===== src/hdl/ezalloc_pkg.sv =====
// ----------------------------------------------------------------------------
// Empty zone allocator package
// Shared codes and default sizes for the zone allocator.
// ----------------------------------------------------------------------------
package ezalloc_pkg;

    localparam int NUM_ZONES_DEF = 64;
    localparam int WEAR_BITS_DEF = 16;

    localparam int REQ_W    = 2;
    localparam int SEL_W    = 6;
    localparam int WEAR_IN_W = 16;
    localparam int ZONE_W   = 6;
    localparam int POLICY_W = 2;
    localparam int ACTIVE_W = 7;
    localparam int CFG_IDX_W = 1;
    localparam int CFG_DATA_W = 7;

    typedef enum logic [REQ_W-1:0] {
        REQ_ALLOC   = 2'd0,
        REQ_RELEASE = 2'd1,
        REQ_STATUS  = 2'd2
    } t_req_type;

    typedef enum logic [POLICY_W-1:0] {
        POL_FIRST = 2'd0,
        POL_NEXT  = 2'd1,
        POL_LEAST = 2'd2
    } t_policy;

    typedef enum logic [CFG_IDX_W-1:0] {
        CFG_ALLOC_POLICY = 1'd0,
        CFG_ACTIVE_ZONES = 1'd1
    } t_cfg_index;

endpackage


===== src/hdl/ezalloc_zone_ram.sv =====
// ----------------------------------------------------------------------------
// Zone table memory
// Single write port, single read port with registered read data.
// ----------------------------------------------------------------------------
module ezalloc_zone_ram #(
    parameter int DEPTH = ezalloc_pkg::NUM_ZONES_DEF,
    parameter int WIDTH = ezalloc_pkg::WEAR_BITS_DEF + 2
) (
    input  logic                     i_clk,
    input  logic                     i_we,
    input  logic [$clog2(DEPTH)-1:0] i_waddr,
    input  logic [WIDTH-1:0]         i_wdata,
    input  logic [$clog2(DEPTH)-1:0] i_raddr,
    output logic [WIDTH-1:0]         o_rdata
);

    logic [WIDTH-1:0] r_mem [DEPTH];
    logic [WIDTH-1:0] r_rdata;

    always_ff @(posedge i_clk) begin
        if (i_we) begin
            r_mem[i_waddr] <= i_wdata;
        end
    end

    always_ff @(posedge i_clk) begin
        r_rdata <= r_mem[i_raddr];
    end

    assign o_rdata = r_rdata;

endmodule


===== src/hdl/empty_zone_allocator_core.sv =====
// ----------------------------------------------------------------------------
// Empty zone allocator core
// Grants free, empty zones by first fit, next fit or least wear.
// ----------------------------------------------------------------------------
// Each zone keeps a busy flag, an empty flag and a wear count in one table
// memory that is read one zone per cycle. An allocate item scans the active
// zones through that single read port; first fit and next fit stop at the
// first free, empty zone, while least wear scans them all. A found zone is
// marked busy in a write step before the result is registered; when nothing
// is granted, the result is registered without that step. Release and status
// items do a read-modify-write of one zone in a read step and a modify step
// before their result is registered. The next item is taken in the cycle
// after the result is registered; a stalled result holds the block in its
// final step until the output register frees up. After reset the table is
// swept to its reset contents; no item is accepted during the sweep.
module empty_zone_allocator_core #(
    parameter int NUM_ZONES = ezalloc_pkg::NUM_ZONES_DEF,
    parameter int WEAR_BITS = ezalloc_pkg::WEAR_BITS_DEF
) (
    input  logic                                i_clk,
    input  logic                                i_rst_n,

    input  logic                                i_cfg_we,
    input  logic [ezalloc_pkg::CFG_IDX_W-1:0]   i_cfg_index,
    input  logic [ezalloc_pkg::CFG_DATA_W-1:0]  i_cfg_data,

    input  logic                                i_in_valid,
    output logic                                o_in_stall,
    input  logic [ezalloc_pkg::REQ_W-1:0]       i_req_type,
    input  logic [ezalloc_pkg::SEL_W-1:0]       i_zone_sel,
    input  logic                                i_empty_in,
    input  logic [ezalloc_pkg::WEAR_IN_W-1:0]   i_wear_in,

    output logic                                o_out_valid,
    input  logic                                i_out_stall,
    output logic                                o_granted,
    output logic [ezalloc_pkg::ZONE_W-1:0]      o_zone_idx
);

    localparam int ZW = $clog2(NUM_ZONES);
    localparam int NW = $clog2(NUM_ZONES + 1);
    localparam int EW = WEAR_BITS + 2;

    typedef enum logic [2:0] {
        ST_CLEAR,
        ST_IDLE,
        ST_SCAN,
        ST_READ,
        ST_MODIFY,
        ST_MARK,
        ST_DONE
    } t_state;

    t_state                           r_state;
    logic [ezalloc_pkg::POLICY_W-1:0] r_policy;
    logic [ezalloc_pkg::ACTIVE_W-1:0] r_active_zones;

    logic [ZW-1:0]                    r_clr_addr;
    logic [ZW-1:0]                    r_ptr;
    logic [ZW-1:0]                    r_start;
    logic [ZW-1:0]                    r_addr;
    logic [ZW-1:0]                    r_paddr;
    logic [ZW-1:0]                    r_pick;
    logic [ZW-1:0]                    r_sel_idx;
    logic [NW-1:0]                    r_n;
    logic [NW-1:0]                    r_issued;
    logic                             r_pend;
    logic                             r_got;
    logic [WEAR_BITS-1:0]             r_best_wear;
    logic [ezalloc_pkg::REQ_W-1:0]    r_req;
    logic                             r_empty_in;
    logic [WEAR_BITS-1:0]             r_wear_in;

    logic                             r_out_valid;
    logic                             r_granted;
    logic [ezalloc_pkg::ZONE_W-1:0]   r_zone_idx;

    logic [NW-1:0]                    n_lim;
    logic [ZW-1:0]                    n_start;
    logic                             pol_next;
    logic                             pol_least;
    logic                             in_accept;
    logic                             out_free;

    logic                             ram_we;
    logic [ZW-1:0]                    ram_waddr;
    logic [EW-1:0]                    ram_wdata;
    logic [ZW-1:0]                    ram_raddr;
    logic [EW-1:0]                    ram_rdata;

    logic                             rd_busy;
    logic                             rd_empty;
    logic [WEAR_BITS-1:0]             rd_wear;
    logic                             rd_elig;

    function automatic logic [ZW-1:0] f_wrap(input logic [ZW-1:0] z, input logic [NW-1:0] n);
        logic [NW-1:0] zi;
        zi = NW'(z) + NW'(1);
        return (zi >= n) ? '0 : ZW'(zi);
    endfunction

    ezalloc_zone_ram #(
        .DEPTH (NUM_ZONES),
        .WIDTH (EW)
    ) u_zone_ram (
        .i_clk   (i_clk),
        .i_we    (ram_we),
        .i_waddr (ram_waddr),
        .i_wdata (ram_wdata),
        .i_raddr (ram_raddr),
        .o_rdata (ram_rdata)
    );

    assign rd_busy  = ram_rdata[EW-1];
    assign rd_empty = ram_rdata[EW-2];
    assign rd_wear  = ram_rdata[WEAR_BITS-1:0];
    assign rd_elig  = !rd_busy && rd_empty;

    assign pol_next  = (r_policy == ezalloc_pkg::POL_NEXT);
    assign pol_least = (r_policy == ezalloc_pkg::POL_LEAST);

    assign n_lim = (32'(r_active_zones) > 32'(NUM_ZONES)) ? NW'(NUM_ZONES)
                                                          : NW'(r_active_zones);
    assign n_start = (pol_next && (NW'(r_ptr) < n_lim)) ? r_ptr : '0;

    assign o_in_stall = (r_state != ST_IDLE);
    assign in_accept  = i_in_valid && !o_in_stall;
    assign out_free   = !r_out_valid || !i_out_stall;

    assign ram_raddr = (r_state == ST_SCAN) ? r_addr : r_sel_idx;

    always_comb begin
        ram_we    = 1'b0;
        ram_waddr = r_sel_idx;
        ram_wdata = {1'b0, 1'b1, {WEAR_BITS{1'b0}}};
        unique case (r_state)
            ST_CLEAR: begin
                ram_we    = 1'b1;
                ram_waddr = r_clr_addr;
            end
            ST_MARK: begin
                ram_we    = 1'b1;
                ram_waddr = r_pick;
                ram_wdata = {1'b1, 1'b1, r_best_wear};
            end
            ST_MODIFY: begin
                ram_we = 1'b1;
                if (r_req == ezalloc_pkg::REQ_RELEASE) begin
                    ram_wdata = {1'b0, rd_empty, rd_wear};
                end else begin
                    ram_wdata = {rd_busy, r_empty_in, r_wear_in};
                end
            end
            default: begin
                ram_we = 1'b0;
            end
        endcase
    end

    always_ff @(posedge i_clk) begin
        if (!i_rst_n) begin
            r_policy       <= ezalloc_pkg::POL_FIRST;
            r_active_zones <= 7'd64;
        end else if (i_cfg_we) begin
            unique case (i_cfg_index)
                ezalloc_pkg::CFG_ALLOC_POLICY: r_policy <= i_cfg_data[1:0];
                ezalloc_pkg::CFG_ACTIVE_ZONES: r_active_zones <= i_cfg_data;
                default: ;
            endcase
        end
    end

    always_ff @(posedge i_clk) begin
        if (!i_rst_n) begin
            r_state     <= ST_CLEAR;
            r_clr_addr  <= '0;
            r_ptr       <= '0;
            r_pend      <= 1'b0;
            r_got       <= 1'b0;
            r_out_valid <= 1'b0;
        end else begin
            if (r_out_valid && !i_out_stall && r_state != ST_DONE) begin
                r_out_valid <= 1'b0;
            end
            unique case (r_state)
                ST_CLEAR: begin
                    r_clr_addr <= r_clr_addr + ZW'(1);
                    if (r_clr_addr == ZW'(NUM_ZONES - 1)) begin
                        r_state <= ST_IDLE;
                    end
                end
                ST_IDLE: begin
                    if (in_accept) begin
                        r_req      <= i_req_type;
                        r_sel_idx  <= ZW'(i_zone_sel);
                        r_empty_in <= i_empty_in;
                        r_wear_in  <= WEAR_BITS'(i_wear_in);
                        r_got      <= 1'b0;
                        r_pend     <= 1'b0;
                        r_issued   <= '0;
                        r_n        <= n_lim;
                        r_addr     <= n_start;
                        r_start    <= n_start;
                        r_pick     <= '0;
                        priority if (i_req_type == ezalloc_pkg::REQ_ALLOC) begin
                            r_state <= (n_lim == '0) ? ST_DONE : ST_SCAN;
                        end else if ((i_req_type == ezalloc_pkg::REQ_RELEASE ||
                                      i_req_type == ezalloc_pkg::REQ_STATUS) &&
                                     (32'(i_zone_sel) < 32'(NUM_ZONES))) begin
                            r_state <= ST_READ;
                        end else begin
                            r_state <= ST_DONE;
                        end
                    end
                end
                ST_SCAN: begin
                    if (r_pend && rd_elig && !pol_least) begin
                        r_got       <= 1'b1;
                        r_pick      <= r_paddr;
                        r_best_wear <= rd_wear;
                        r_pend      <= 1'b0;
                        if (pol_next) begin
                            r_ptr <= f_wrap(r_paddr, r_n);
                        end
                        r_state <= ST_MARK;
                    end else begin
                        if (r_pend && rd_elig && (!r_got || rd_wear <= r_best_wear)) begin
                            r_got       <= 1'b1;
                            r_pick      <= r_paddr;
                            r_best_wear <= rd_wear;
                        end
                        if (r_issued < r_n) begin
                            r_paddr  <= r_addr;
                            r_addr   <= f_wrap(r_addr, r_n);
                            r_issued <= r_issued + NW'(1);
                            r_pend   <= 1'b1;
                        end else begin
                            r_pend <= 1'b0;
                            if (!r_pend) begin
                                if (pol_next) begin
                                    r_ptr <= r_start;
                                end
                                r_state <= r_got ? ST_MARK : ST_DONE;
                            end
                        end
                    end
                end
                ST_READ: begin
                    r_state <= ST_MODIFY;
                end
                ST_MODIFY: begin
                    r_state <= ST_DONE;
                end
                ST_MARK: begin
                    r_state <= ST_DONE;
                end
                ST_DONE: begin
                    if (out_free) begin
                        r_out_valid <= 1'b1;
                        r_granted   <= r_got;
                        r_zone_idx  <= r_got ? ezalloc_pkg::ZONE_W'(r_pick) : '0;
                        r_state     <= ST_IDLE;
                    end
                end
                default: begin
                    r_state <= ST_IDLE;
                end
            endcase
        end
    end

    assign o_out_valid = r_out_valid;
    assign o_granted   = r_granted;
    assign o_zone_idx  = r_zone_idx;

    a_no_grant_zero_zone: assert property (@(posedge i_clk) disable iff (!i_rst_n)
        (o_out_valid && !o_granted) |-> (o_zone_idx == '0))
        else $error("zone index set on a result without grant");

    a_stall_after_accept: assert property (@(posedge i_clk) disable iff (!i_rst_n)
        (i_in_valid && !o_in_stall) |=> o_in_stall)
        else $error("item accepted while previous item still in work");

    a_scan_bound: assert property (@(posedge i_clk) disable iff (!i_rst_n)
        (r_state == ST_SCAN) |-> (r_issued <= r_n))
        else $error("scan went past the active zone count");

endmodule

===== config.mk =====
export PLATFORM = sky130hd
export DESIGN_NAME = empty_zone_allocator_core
export DESIGN_NICKNAME = d
export VERILOG_FILES = /design/src/hdl/ezalloc_pkg.sv /design/src/hdl/ezalloc_zone_ram.sv /design/src/hdl/empty_zone_allocator_core.sv
export SDC_FILE = /design/constraint.sdc
export NUM_CORES = 1
export LEC_CHECK = 0
export BUFFER_PORTS_ARGS = -buffer_cell sky130_fd_sc_hd__buf_2
export CORE_ASPECT_RATIO = 2
export CORE_MARGIN = 8
export CORE_UTILIZATION = 50
export CTS_CLUSTER_SIZE = 14
export DETAILED_ROUTE_END_ITERATION = 8
export GPL_ROUTABILITY_DRIVEN = 0
export PLACE_DENSITY = 0.65
export SYNTH_ARGS = -nofsm -noshare
export SYNTH_HDL_FRONTEND = slang
export SYNTH_HIERARCHICAL = 1
export SYNTH_SLANG_ARGS = --single-unit

===== constraint.sdc =====
create_clock -name i_clk -period 5.61 [get_ports i_clk]
set_clock_uncertainty 0.2 [all_clocks]
set_input_delay 1.122 -clock i_clk [delete_from_list [all_inputs] [get_ports i_clk]]
set_output_delay 1.122 -clock i_clk [all_outputs]
set_load 0.02 [all_outputs]

==> flow_summary.json, run 1 <==
{
  "grt_pass1_vias": 26620,
  "layout_commonest_cell": "edfxtp_1",
  "initial_core_util": 0.5022,
  "synth-warning-count": 6,
  "cts_buffer_depth": 3,
  "tns_ns": 0,
  "synth_xor_area_frac": 0.002943,
  "track_usage": 0.2282,
  "grt_overflow": 0,
  "synth_top_family_by_area": "multiplexers",
  "worst_ep_arrival_time_ns": 4.75,
  "layout.nets": 2756,
  "dr.pass1.iters": 5,
  "muxShareOfSynthArea": 0.1516,
  "post_cts_buffers": 0,
  "multi_input_area_sq_um": 12040,
  "first_iter_violations": 2314,
  "vias": 25440,
  "num-fill-cells": 7583,
  "die_area_sq_um": 112200,
  "ys_async_sr_fraction": 0,
  "syn-cell-area_sq_um": 50600,
  "worstMarginPinSlew_ns": 1.389,
  "synth_compound_area_frac": 0.02906,
  "max-cap-violations": 0,
  "p_per_area_nw_per_um2": 435.0,
  "finalNonFillerCells": 4085,
  "synth_seq_area_share": 0.7526,
  "area_delta_synth_final_pct": 11.56,
  "yosys.area_share.simple": 0.03573,
  "clockRootBuffer": "clkbuf_16",
  "grt_start_max_net_pins": 76,
  "leakagePower_nw": 18.24,
  "final_cell_mix": "edfxtp_1, mux4_2, clkbuf_16",
  "seq_area_sq_um": 38080,
  "wire_per_inst_microns": 31.04,
  "whs_path_depth": 0,
  "clk-insertion-delay-late_ns": 0.73,
  "synth_edf_count": 1238,
  "via_per_inst": 6.229,
  "status": "complete, no violations",
  "portBuffers": 46,
  "crit_path_end_kind": "flop",
  "cts_max_level": 3,
  "num_io_pins": 47,
  "max_freq_ghz": 0.2325,
  "total_power_mw": 24.55,
  "syn_inst": 2524,
  "finalWirelength_mm": 126.8,
  "worstSetupPathType": "flop to flop",
  "fin_crit_ns": 4.301,
  "hold_ws_ns": 0.2700,
  "cts_hold_buf": 0,
  "path_max_fanout": 73,
  "dieHeight_microns": 465.9,
  "coreArea_sq_um": 100700,
  "setup_viol": 0,
  "synth.top_cell.area_share": 0.7348,
  "timing.final.ws_setup_ns": 1.309,
  "drv_slew": 0,
  "clk_pin_slew_ns": 0.08,
  "dpl.hpwl_mm": 81.56,
  "hold_path_class": "flop to flop",
  "reg2reg_depth": 11,
  "cp-start-kind": "flop",
  "synth_largest_area_cell": "edfxtp_1",
  "fin_crit_sh": 0.7666,
  "clock-sinks": 1283,
  "finalHoldViolCount": 0,
  "die_w_microns": 240.9,
  "cts_tree": "yes",
  "syn_area_per_cell_sq_um": 20.05,
  "cts_resized": 0,
  "yosys-top-cells-area": "edfxtp_1, mux4_2, dfxtp_1",
  "antenna_found_initial": 3,
  "irDropWorstVdd_uv": 323.4,
  "cts_made_buffers": 107,
  "antenna_left": 0,
  "ys_types": 63,
  "max_slew_margin": 0.07028,
  "ys.flop_type": "edfxtp_1",
  "rows": 165,
  "grt_pass1_wl_mm": 184.5,
  "syn_nets": 2608,
  "worstPathRequired_ns": 6.06,
  "pre_cts_slack_ns": 1.362,
  "synth_seq_cells": 1283,
  "placed_cells_incl_taps": 3898,
  "drive_gt1_frac": 0.2513,
  "synthAdderAreaFrac": 0.01138,
  "drc": 0,
  "rsz0062_at_grt": "false"
}
synthesized netlist by cell type (all sizes together) (27+ instances only):
master	n
dfxtp	45
o22ai	27
mux2i	78
inv	34
nand2	95
a21oi	57
nor2	125
o21ai	84
mux4	300
ha	46
clkbuf	58
nand3	34
buf	73
edfxtp	1238
final cells by class:
type | instances | area share
clock inverter | 21 | 0.003525
sequential | 1283 | 0.6746
timing repair buffer | 170 | 0.02390
inverter | 35 | 0.002328
antenna | 3 | 0.0001330
multi-input combinational | 1075 | 0.2133
clock buffer | 162 | 0.05258
tap | 1336 | 0.02962
worst paths after layout:
kind | from | to | slack (ns)
max | r_state[0]$_SDFFE_PN0P_ | u_zone_ram/o_rdata[0]$_DFF_P_ | 1.31
min | u_zone_ram/o_rdata[12]$_DFF_P_ | r_best_wear[12]$_DFFE_PP_ | 0.27
max reg2reg | r_state[0]$_SDFFE_PN0P_ | u_zone_ram/o_rdata[0]$_DFF_P_ | 1.31
min reg2reg | u_zone_ram/o_rdata[12]$_DFF_P_ | r_best_wear[12]$_DFFE_PP_ | 0.27
sequential cells by signal, indices dropped and copies added, names as in the netlist, 7 cells and up:
signal and flops:
r_active_zones 7, u_zone_ram/o_rdata 18, r_n 7, r_wear_in 16
r_best_wear 16, r_issued 7, u_zone_ram/r_mem 1152
where the power goes:
| group | leakage (nW) | switching (mW) | internal (mW) |
|---|---|---|---|
| Clock | 1.53 | 3.28 | 3.73 |
| Sequential | 11.7 | 0.330 | 11.6 |
| Combinational | 4.97 | 3.52 | 2.10 |
| Total | 18.2 | 7.13 | 17.4 |
worst max-delay path, stage by stage (launching register included):
cell	delay (ns)
dfxtp_1	0.66
nor2_4	0.10
nand2_1	0.10
buf_4	0.29
nand2_1	0.15
nand2_4	0.62
buf_12	0.48
mux4_2	0.31
nor2_1	0.04
a211oi_1	0.85
o21ai_1	0.18
o21ai_1	0.13
routing by layer:
layer,track usage,vias to the layer above,routed length [microns]
met4,0.09892,0,6059
met2,0.4137,983,69100
met3,0.03390,227,6861
met1,0.2653,13640,44780
li1,-,10600,-
met5,0,-,0
through the flow:
step	util	cell area [sq um]
final	0.5602	56440
after global placement	0.5285	53250
after global routing	0.5602	56440
after CTS	0.5600	56420
after floorplan	-	50600
after detailed placement	0.5285	53250
logic make-up after synthesis:
kind of cell             after synthesis
flip-flops                          1283
multiplexers                         390
AND/OR/NAND/NOR                      379
AO/OA/AOI/OAI                        243
buffers and inverters                166
adder cells (fa/ha/maj)               46
XOR/XNOR                              17
Note: power is estimated with default switching activity, not from simulation.
==> run 2: changes to the inputs <==
- PLACE_DENSITY: 0.65 -> 0.68
- clock period: 5.61 -> 3.6 ns (I/O delays scaled with it)
==> run 2 against run 1 <==
Net effect:
- critical path depth up 1
- final cell count up 1.9%
- worst setup slack got worse by 1.2 ns
- sequential share of layout area is 1.6 points lower
- sequential power is 55% higher
- wire length fell by 0.57%
- power is 58% higher
- first-iteration DRC count is 2.3% lower
- die area unchanged
- combinational power up 69%
- critical path type unchanged
- highest routed layer is now met5
==> flow_summary.json, run 2 (synthesis results as in run 1) <==
{
  "p_per_area_nw_per_um2": 670.0,
  "finalNonFillerCells": 4164,
  "regMostFlops": "u_zone_ram/r_mem",
  "worstMarginPinSlew_ns": 1.168,
  "crit_family": "multiplexers",
  "cts_max_level": 3,
  "num_io_pins": 47,
  "p_clk_frac": 0.276,
  "vias": 25760,
  "finalWirelength_mm": 126.1,
  "leakagePower_nw": 18.80,
  "hold_path_class": "input port to flop",
  "net-switching-power_mw": 11.21,
  "postPlaceCellArea_sq_um": 54390,
  "grt_pass1_wl_mm": 184.8,
  "clock-sinks": 1283,
  "status": "complete, no violations",
  "total_power_mw": 38.70,
  "die_area_sq_um": 112200,
  "r2r-start": "r_state[2]$_SDFFE_PN0P_",
  "switching_share": 0.2896,
  "dieHeight_microns": 465.9,
  "drive_gt1_frac": 0.2636,
  "layout_commonest_cell": "edfxtp_1",
  "first_iter_violations": 2261,
  "layout.nets": 2845,
  "busiest_layer": "met2",
  "critPathBufInv": 3,
  "worstPathRequired_ns": 3.98,
  "grt.met1_usage": 0.2641,
  "max-cap-violations": 0,
  "wire_per_inst_microns": 30.28,
  "antenna_left": 0,
  "max_slew_margin": 0.2185,
  "initial_core_util": 0.5022,
  "worst_ep_arrival_time_ns": 3.85,
  "cp_slowest_cell": "mux4_2",
  "cts_made_buffers": 105,
  "coreArea_sq_um": 100700,
  "crit_start": "r_state[2]$_SDFFE_PN0P_",
  "multi_input_area_sq_um": 12040,
  "grt_start_max_net_pins": 65,
  "hold_ws_ns": 0.06951,
  "met3_usage": 0.03042,
  "largest_register_ffs": 1152,
  "finalHoldViolCount": 0,
  "rsz0062_at_grt": "true",
  "rows": 165,
  "worstSetupPathType": "flop to flop",
  "placed_cells_incl_taps": 3965,
  "via_per_inst": 6.186,
  "cp-start-kind": "flop",
  "p_int_mw": 27.50,
  "drc": 0,
  "grtUsageMet2": 0.4052,
  "seq_area_sq_um": 38080,
  "portBuffers": 46,
  "seqPwrFrac": 0.479,
  "antenna_found_initial": 5,
  "grt_pass1_vias": 26900,
  "combPwrFrac": 0.246,
  "irDropWorstVdd_uv": 475.0,
  "crit_path_end_kind": "flop",
  "path_max_fanout": 19,
  "finalInstanceArea_sq_um": 57770,
  "die_w_microns": 240.9,
  "dpl.hpwl_mm": 81.95,
  "worstHoldStart": "i_cfg_data[6]",
  "setup_viol": 0,
  "area_delta_synth_final_pct": 14.18,
  "cp_slowest_stage_delay_ns": 0.53,
  "max_freq_ghz": 0.2882,
  "fin_crit_ns": 3.470,
  "num-fill-cells": 7368,
  "grt_overflow": 0,
  "cts_buffer_depth": 3,
  "cts_tree": "yes",
  "dr.pass1.iters": 5,
  "crit_chain": "nor2_4, and2_1, nand2_1, nand2_4, buf_12, buf_12, mux4_2, mux2i_1, a21oi_1, o21ai_1, buf_4, o21ai_1",
  "clockRootBuffer": "clkbuf_16",
  "final_cell_mix": "edfxtp_1, mux4_2, buf_4",
  "clk_pin_slew_ns": 0.06,
  "clk-insertion-delay-late_ns": 0.70,
  "track_usage": 0.2271,
  "drv_slew": 0,
  "fin_crit_sh": 0.9639,
  "finish.utilization": 0.5734
}
-- run 2: cell count changes in the layout (fill, tap and decap cells not counted), sizes merged --
cell / change
buf: +66
diode: +3
inv: +1
clkinvlp: -1
clkinv: -5
bufinv: -1
clkbuf: -9
dlygate4sd3: +25
-- run 2: worst reg2reg max path: stages, from the launching register on --
cell and delay (ns):
dfxtp_1 0.39, nor2_4 0.21, and2_1 0.21, nand2_1 0.10, nand2_4 0.23, buf_12 0.21
buf_12 0.23, mux4_2 0.54, mux2i_1 0.23, a21oi_1 0.10, o21ai_1 0.36, buf_4 0.24
o21ai_1 0.08
-- run 2: per-stage QoR --
step,setup WS [ns],setup TNS (ns)
after floorplan,-1.107,-706.88
after global placement,-0.01052,-0.1583
after detailed placement,-0.06250,-0.06250
after CTS,0.05379,0
after global routing,-0.04336,-1.221
final,0.1300,0
-- run 2: power by group through the flow --
stage | logic [mW] | clock network [mW] | registers [mW]
2_1_floorplan | 5.55 | 0 | 18.7
3_3_place_gp | 9.26 | 0 | 18.8
3_5_place_dp | 9.44 | 0 | 18.8
4_1_cts | 9.51 | 10.9 | 18.5
5_1_grt | 10.0 | 11.4 | 18.6
6_report | 9.51 | 10.7 | 18.5
-- run 2: layout make-up --
type | count | area share
Clock inverter | 15 | 0.002621
Tap cell | 1336 | 0.02894
Multi-Input combinational cell | 1075 | 0.2085
Clock buffer | 153 | 0.05040
Timing Repair Buffer | 261 | 0.04795
Antenna cell | 6 | 0.0002599
Sequential cell | 1283 | 0.6591
Inverter | 35 | 0.002274
-- run 2: layer usage --
| layer | vias up | share of wire |
|---|---|---|
| li1 | 10780 | - |
| met1 | 13610 | 0.35 |
| met5 | - | 0.00010 |
| met3 | 261 | 0.057 |
| met4 | 2 | 0.057 |
| met2 | 1103 | 0.54 |
-- run 2: final timing paths --
kind	end	cells after the start	slack, ns
max	u_zone_ram/o_rdata[13]$_DFF_P_	12	0.13
min	r_active_zones[6]$_SDFFE_PN1P_	3	0.07
max reg2reg	u_zone_ram/o_rdata[13]$_DFF_P_	12	0.13
min reg2reg	r_active_zones[5]$_SDFFE_PN0P_	2	0.28
-- run 2: timing repair --
item                                   CTS  global route
buffers inserted                         0             0
endpoints found under the hold margin   25             0
gates resized for setup                  2             8
hold buffers                            25             0
pin swaps                                0             1
setup endpoints to repair                2           238
==> run 3: changes to the inputs <==
- SYNTH_HIERARCHICAL: 1 -> not set
==> run 3 against run 2 <==
Net effect:
- the flow now finishes with violations (setup timing)
- flip-flop and latch count unchanged
- wire length up 15%
- final cell count up 32%
- clock-buffer cell count down 1
- worst setup slack worse by 0.15 ns
- critical path type unchanged
- critical endpoint is now u_zone_ram.o_rdata[4]$_DFF_P_
- largest cell class unchanged
==> flow_summary.json, run 3 <==
{
  "failed_checks": "setup timing",
  "fin_crit_sh": 1.004,
  "dieHeight_microns": 470.9,
  "cts_max_level": 3,
  "worstMarginPinSlew_ns": 1.358,
  "synth_seq_cells": 1283,
  "worst_ep_arrival_time_ns": 4.00,
  "met2_length_mm": 68.28,
  "dpl.hpwl_mm": 85.60,
  "grt_pass1_wl_mm": 210.3,
  "grt_pass1_vias": 32080,
  "wire_per_inst_microns": 26.21,
  "clock-sinks": 1283,
  "final_cell_mix": "edfxtp_1, nand2_1, nand3_1",
  "finalNonFillerCells": 5517,
  "clockRootBuffer": "clkbuf_16",
  "leakagePower_nw": 21.28,
  "cts_made_buffers": 113,
  "synth_largest_area_cell": "edfxtp_1",
  "crit_path_end_kind": "flop",
  "ys_async_sr_fraction": 0,
  "placed_cells_incl_taps": 5250,
  "layout_commonest_cell": "edfxtp_1",
  "cp-start-kind": "flop",
  "drc": 0,
  "via_per_inst": 6.017,
  "clk-insertion-delay-late_ns": 0.72,
  "top_layer_used": "met5",
  "worstSetupPathType": "flop to flop",
  "worstPathRequired_ns": 3.98,
  "initial_core_util": 0.5023,
  "synth-warning-count": 0,
  "track_usage": 0.2455,
  "hold_path_class": "input port to flop",
  "syn-cell-area_sq_um": 51740,
  "wl_met3_mm": 13.41,
  "synth_edf_count": 1238,
  "m1WireLength_mm": 53.68,
  "die_area_sq_um": 114700,
  "vias": 33200,
  "layout.nets": 4157,
  "yosys-top-cells-area": "edfxtp_1, nand2_1, nand3_1",
  "p_per_area_nw_per_um2": 689.1,
  "drive_gt1_frac": 0.1300,
  "largest_register_ffs": 1152,
  "antenna_found_initial": 10,
  "max-cap-violations": 0,
  "synth_seq_area_share": 0.7359,
  "portBuffers": 46,
  "fin_crit_ns": 3.616,
  "max_freq_ghz": 0.2766,
  "grt_start_max_net_pins": 95,
  "yosysMostFrequentCell": "edfxtp_1",
  "finalHoldViolCount": 0,
  "area_delta_synth_final_pct": 15.48,
  "ys.flop_type": "edfxtp_1",
  "max_slew_margin": 0.09119,
  "antenna_left": 0,
  "dr.pass1.iters": 6,
  "first_iter_violations": 3973,
  "pre_cts_slack_ns": -0.1685,
  "cts_tree": "yes",
  "finalWirelength_mm": 144.6,
  "status": "finished, violations left",
  "rows": 167,
  "path_max_fanout": 8,
  "irDropWorstVdd_uv": 537.9,
  "syn_nets": 3936,
  "die_w_microns": 243.5,
  "clk_pin_slew_ns": 0.07,
  "rsz0062_at_grt": "true",
  "grt_overflow": 0,
  "num_io_pins": 47,
  "synthTopCellsByCount": "edfxtp_1, nand2_1, nand3_1",
  "cts_buffer_depth": 3,
  "syn_area_per_cell_sq_um": 13.43,
  "timing.final.ws_setup_ns": -0.01576,
  "syn_inst": 3852,
  "drv_slew": 0,
  "regMostFlops": "u_zone_ram.r_mem",
  "ys_types": 56,
  "synth.top_cell.area_share": 0.7185,
  "num-fill-cells": 7831,
  "total_power_mw": 41.17,
  "setup_viol": 1,
  "coreArea_sq_um": 103000
}
[run 3: cell types whose count changed in the layout (fill, tap and decap cells not counted), sizes merged, moves of 24 or more]
cell	before	now
a31oi	6	55
buf	236	286
clkinv	12	36
mux2i	78	203
mux4	300	0
nand2	95	954
nand3	34	485
nand4	13	100
o21ai	84	38
o22ai	27	0
[run 3: repair_timing]
| item | in CTS | in global routing |
|---|---|---|
| buffers inserted | 19 | 6 |
| gates resized for setup | 10 | 15 |
| hold buffers | 24 | 0 |
| pin swaps | 11 | 13 |
| hold endpoints to repair | 24 | 0 |
| setup endpoints to repair | 9 | 14 |
| gates cloned | 8 | 4 |
[run 3: cells by family (layout without fill, tap and decap cells)]
logic type | count (synthesis) | count (layout) | share of synthesized area
other cells | 0 | 4 | 0
xor+xnor | 17 | 17 | 0.002878
buf+inv | 253 | 561 | 0.02225
simple gates | 1786 | 1786 | 0.1534
flops | 1283 | 1283 | 0.7359
fa+ha+maj | 46 | 46 | 0.01112
mux | 206 | 206 | 0.04024
compound gates | 261 | 262 | 0.03419
[run 3: metrics by stage]
stage	util	hold slack [ns]	TNS [ns]	area, sq um
finish	0.5800	0.04280	-0.01576	59750
global route	0.5800	0.04841	-0.02315	59740
CTS	0.5780	0.002332	0	59540
detailed placement	0.5359	0.2717	-0.6008	55200
global placement	0.5359	0.2604	-0.5439	55200
floorplan	-	0.2244	-389.81	51780
[run 3: worst max-delay path, cell delays in order, from the launching register on]
cell	delay [ns]
dfxtp_1	0.35
or3b_4	0.46
buf_4	0.20
mux2i_1	0.18
nand2_1	0.28
nor2_1	0.23
buf_4	0.24
a22oi_1	0.33
nand4_1	0.46
or4_1	0.54
[run 3: report_power, final]
part / leakage (nW) / internal (mW) / switching, mW
logic: 7.76 / 2.89 / 6.84
registers: 11.8 / 18.7 / 0.664
clock network: 1.76 / 6.76 / 5.28
total: 21.3 / 28.4 / 12.8
[run 3: cell type report]
class	count	area (sq um)	share of cell area
inverters	40	150.1	0.002513
well taps	1352	1692	0.02831
clock buffers	152	3035	0.05080
diodes	4	10.01	0.0001675
repair buffers	318	3253	0.05445
multi-input cells	2317	12940	0.2166
flip-flops and latches	1283	38080	0.6373
clock inverters	51	590.6	0.009884
[run 3: worst paths after layout]
kind | from | end | slack (ns) | cells past startpoint
worst max-delay path | r_state[0]$_SDFFE_PN0P_ | u_zone_ram.o_rdata[4]$_DFF_P_ | -0.02 | 9
worst min-delay path | i_cfg_data[6] | r_active_zones[6]$_SDFFE_PN1P_ | 0.04 | 3
worst max register to register | r_state[0]$_SDFFE_PN0P_ | u_zone_ram.o_rdata[4]$_DFF_P_ | -0.02 | 9
worst min register to register | r_active_zones[5]$_SDFFE_PN0P_ | r_active_zones[5]$_SDFFE_PN0P_ | 0.28 | 2
[run 3: metal layers]
layer,global-route usage,vias to the layer above
met5,0,-
met4,0.1439,4
met3,0.04057,333
met2,0.3920,1747
met1,0.3152,16440
li1,-,14680
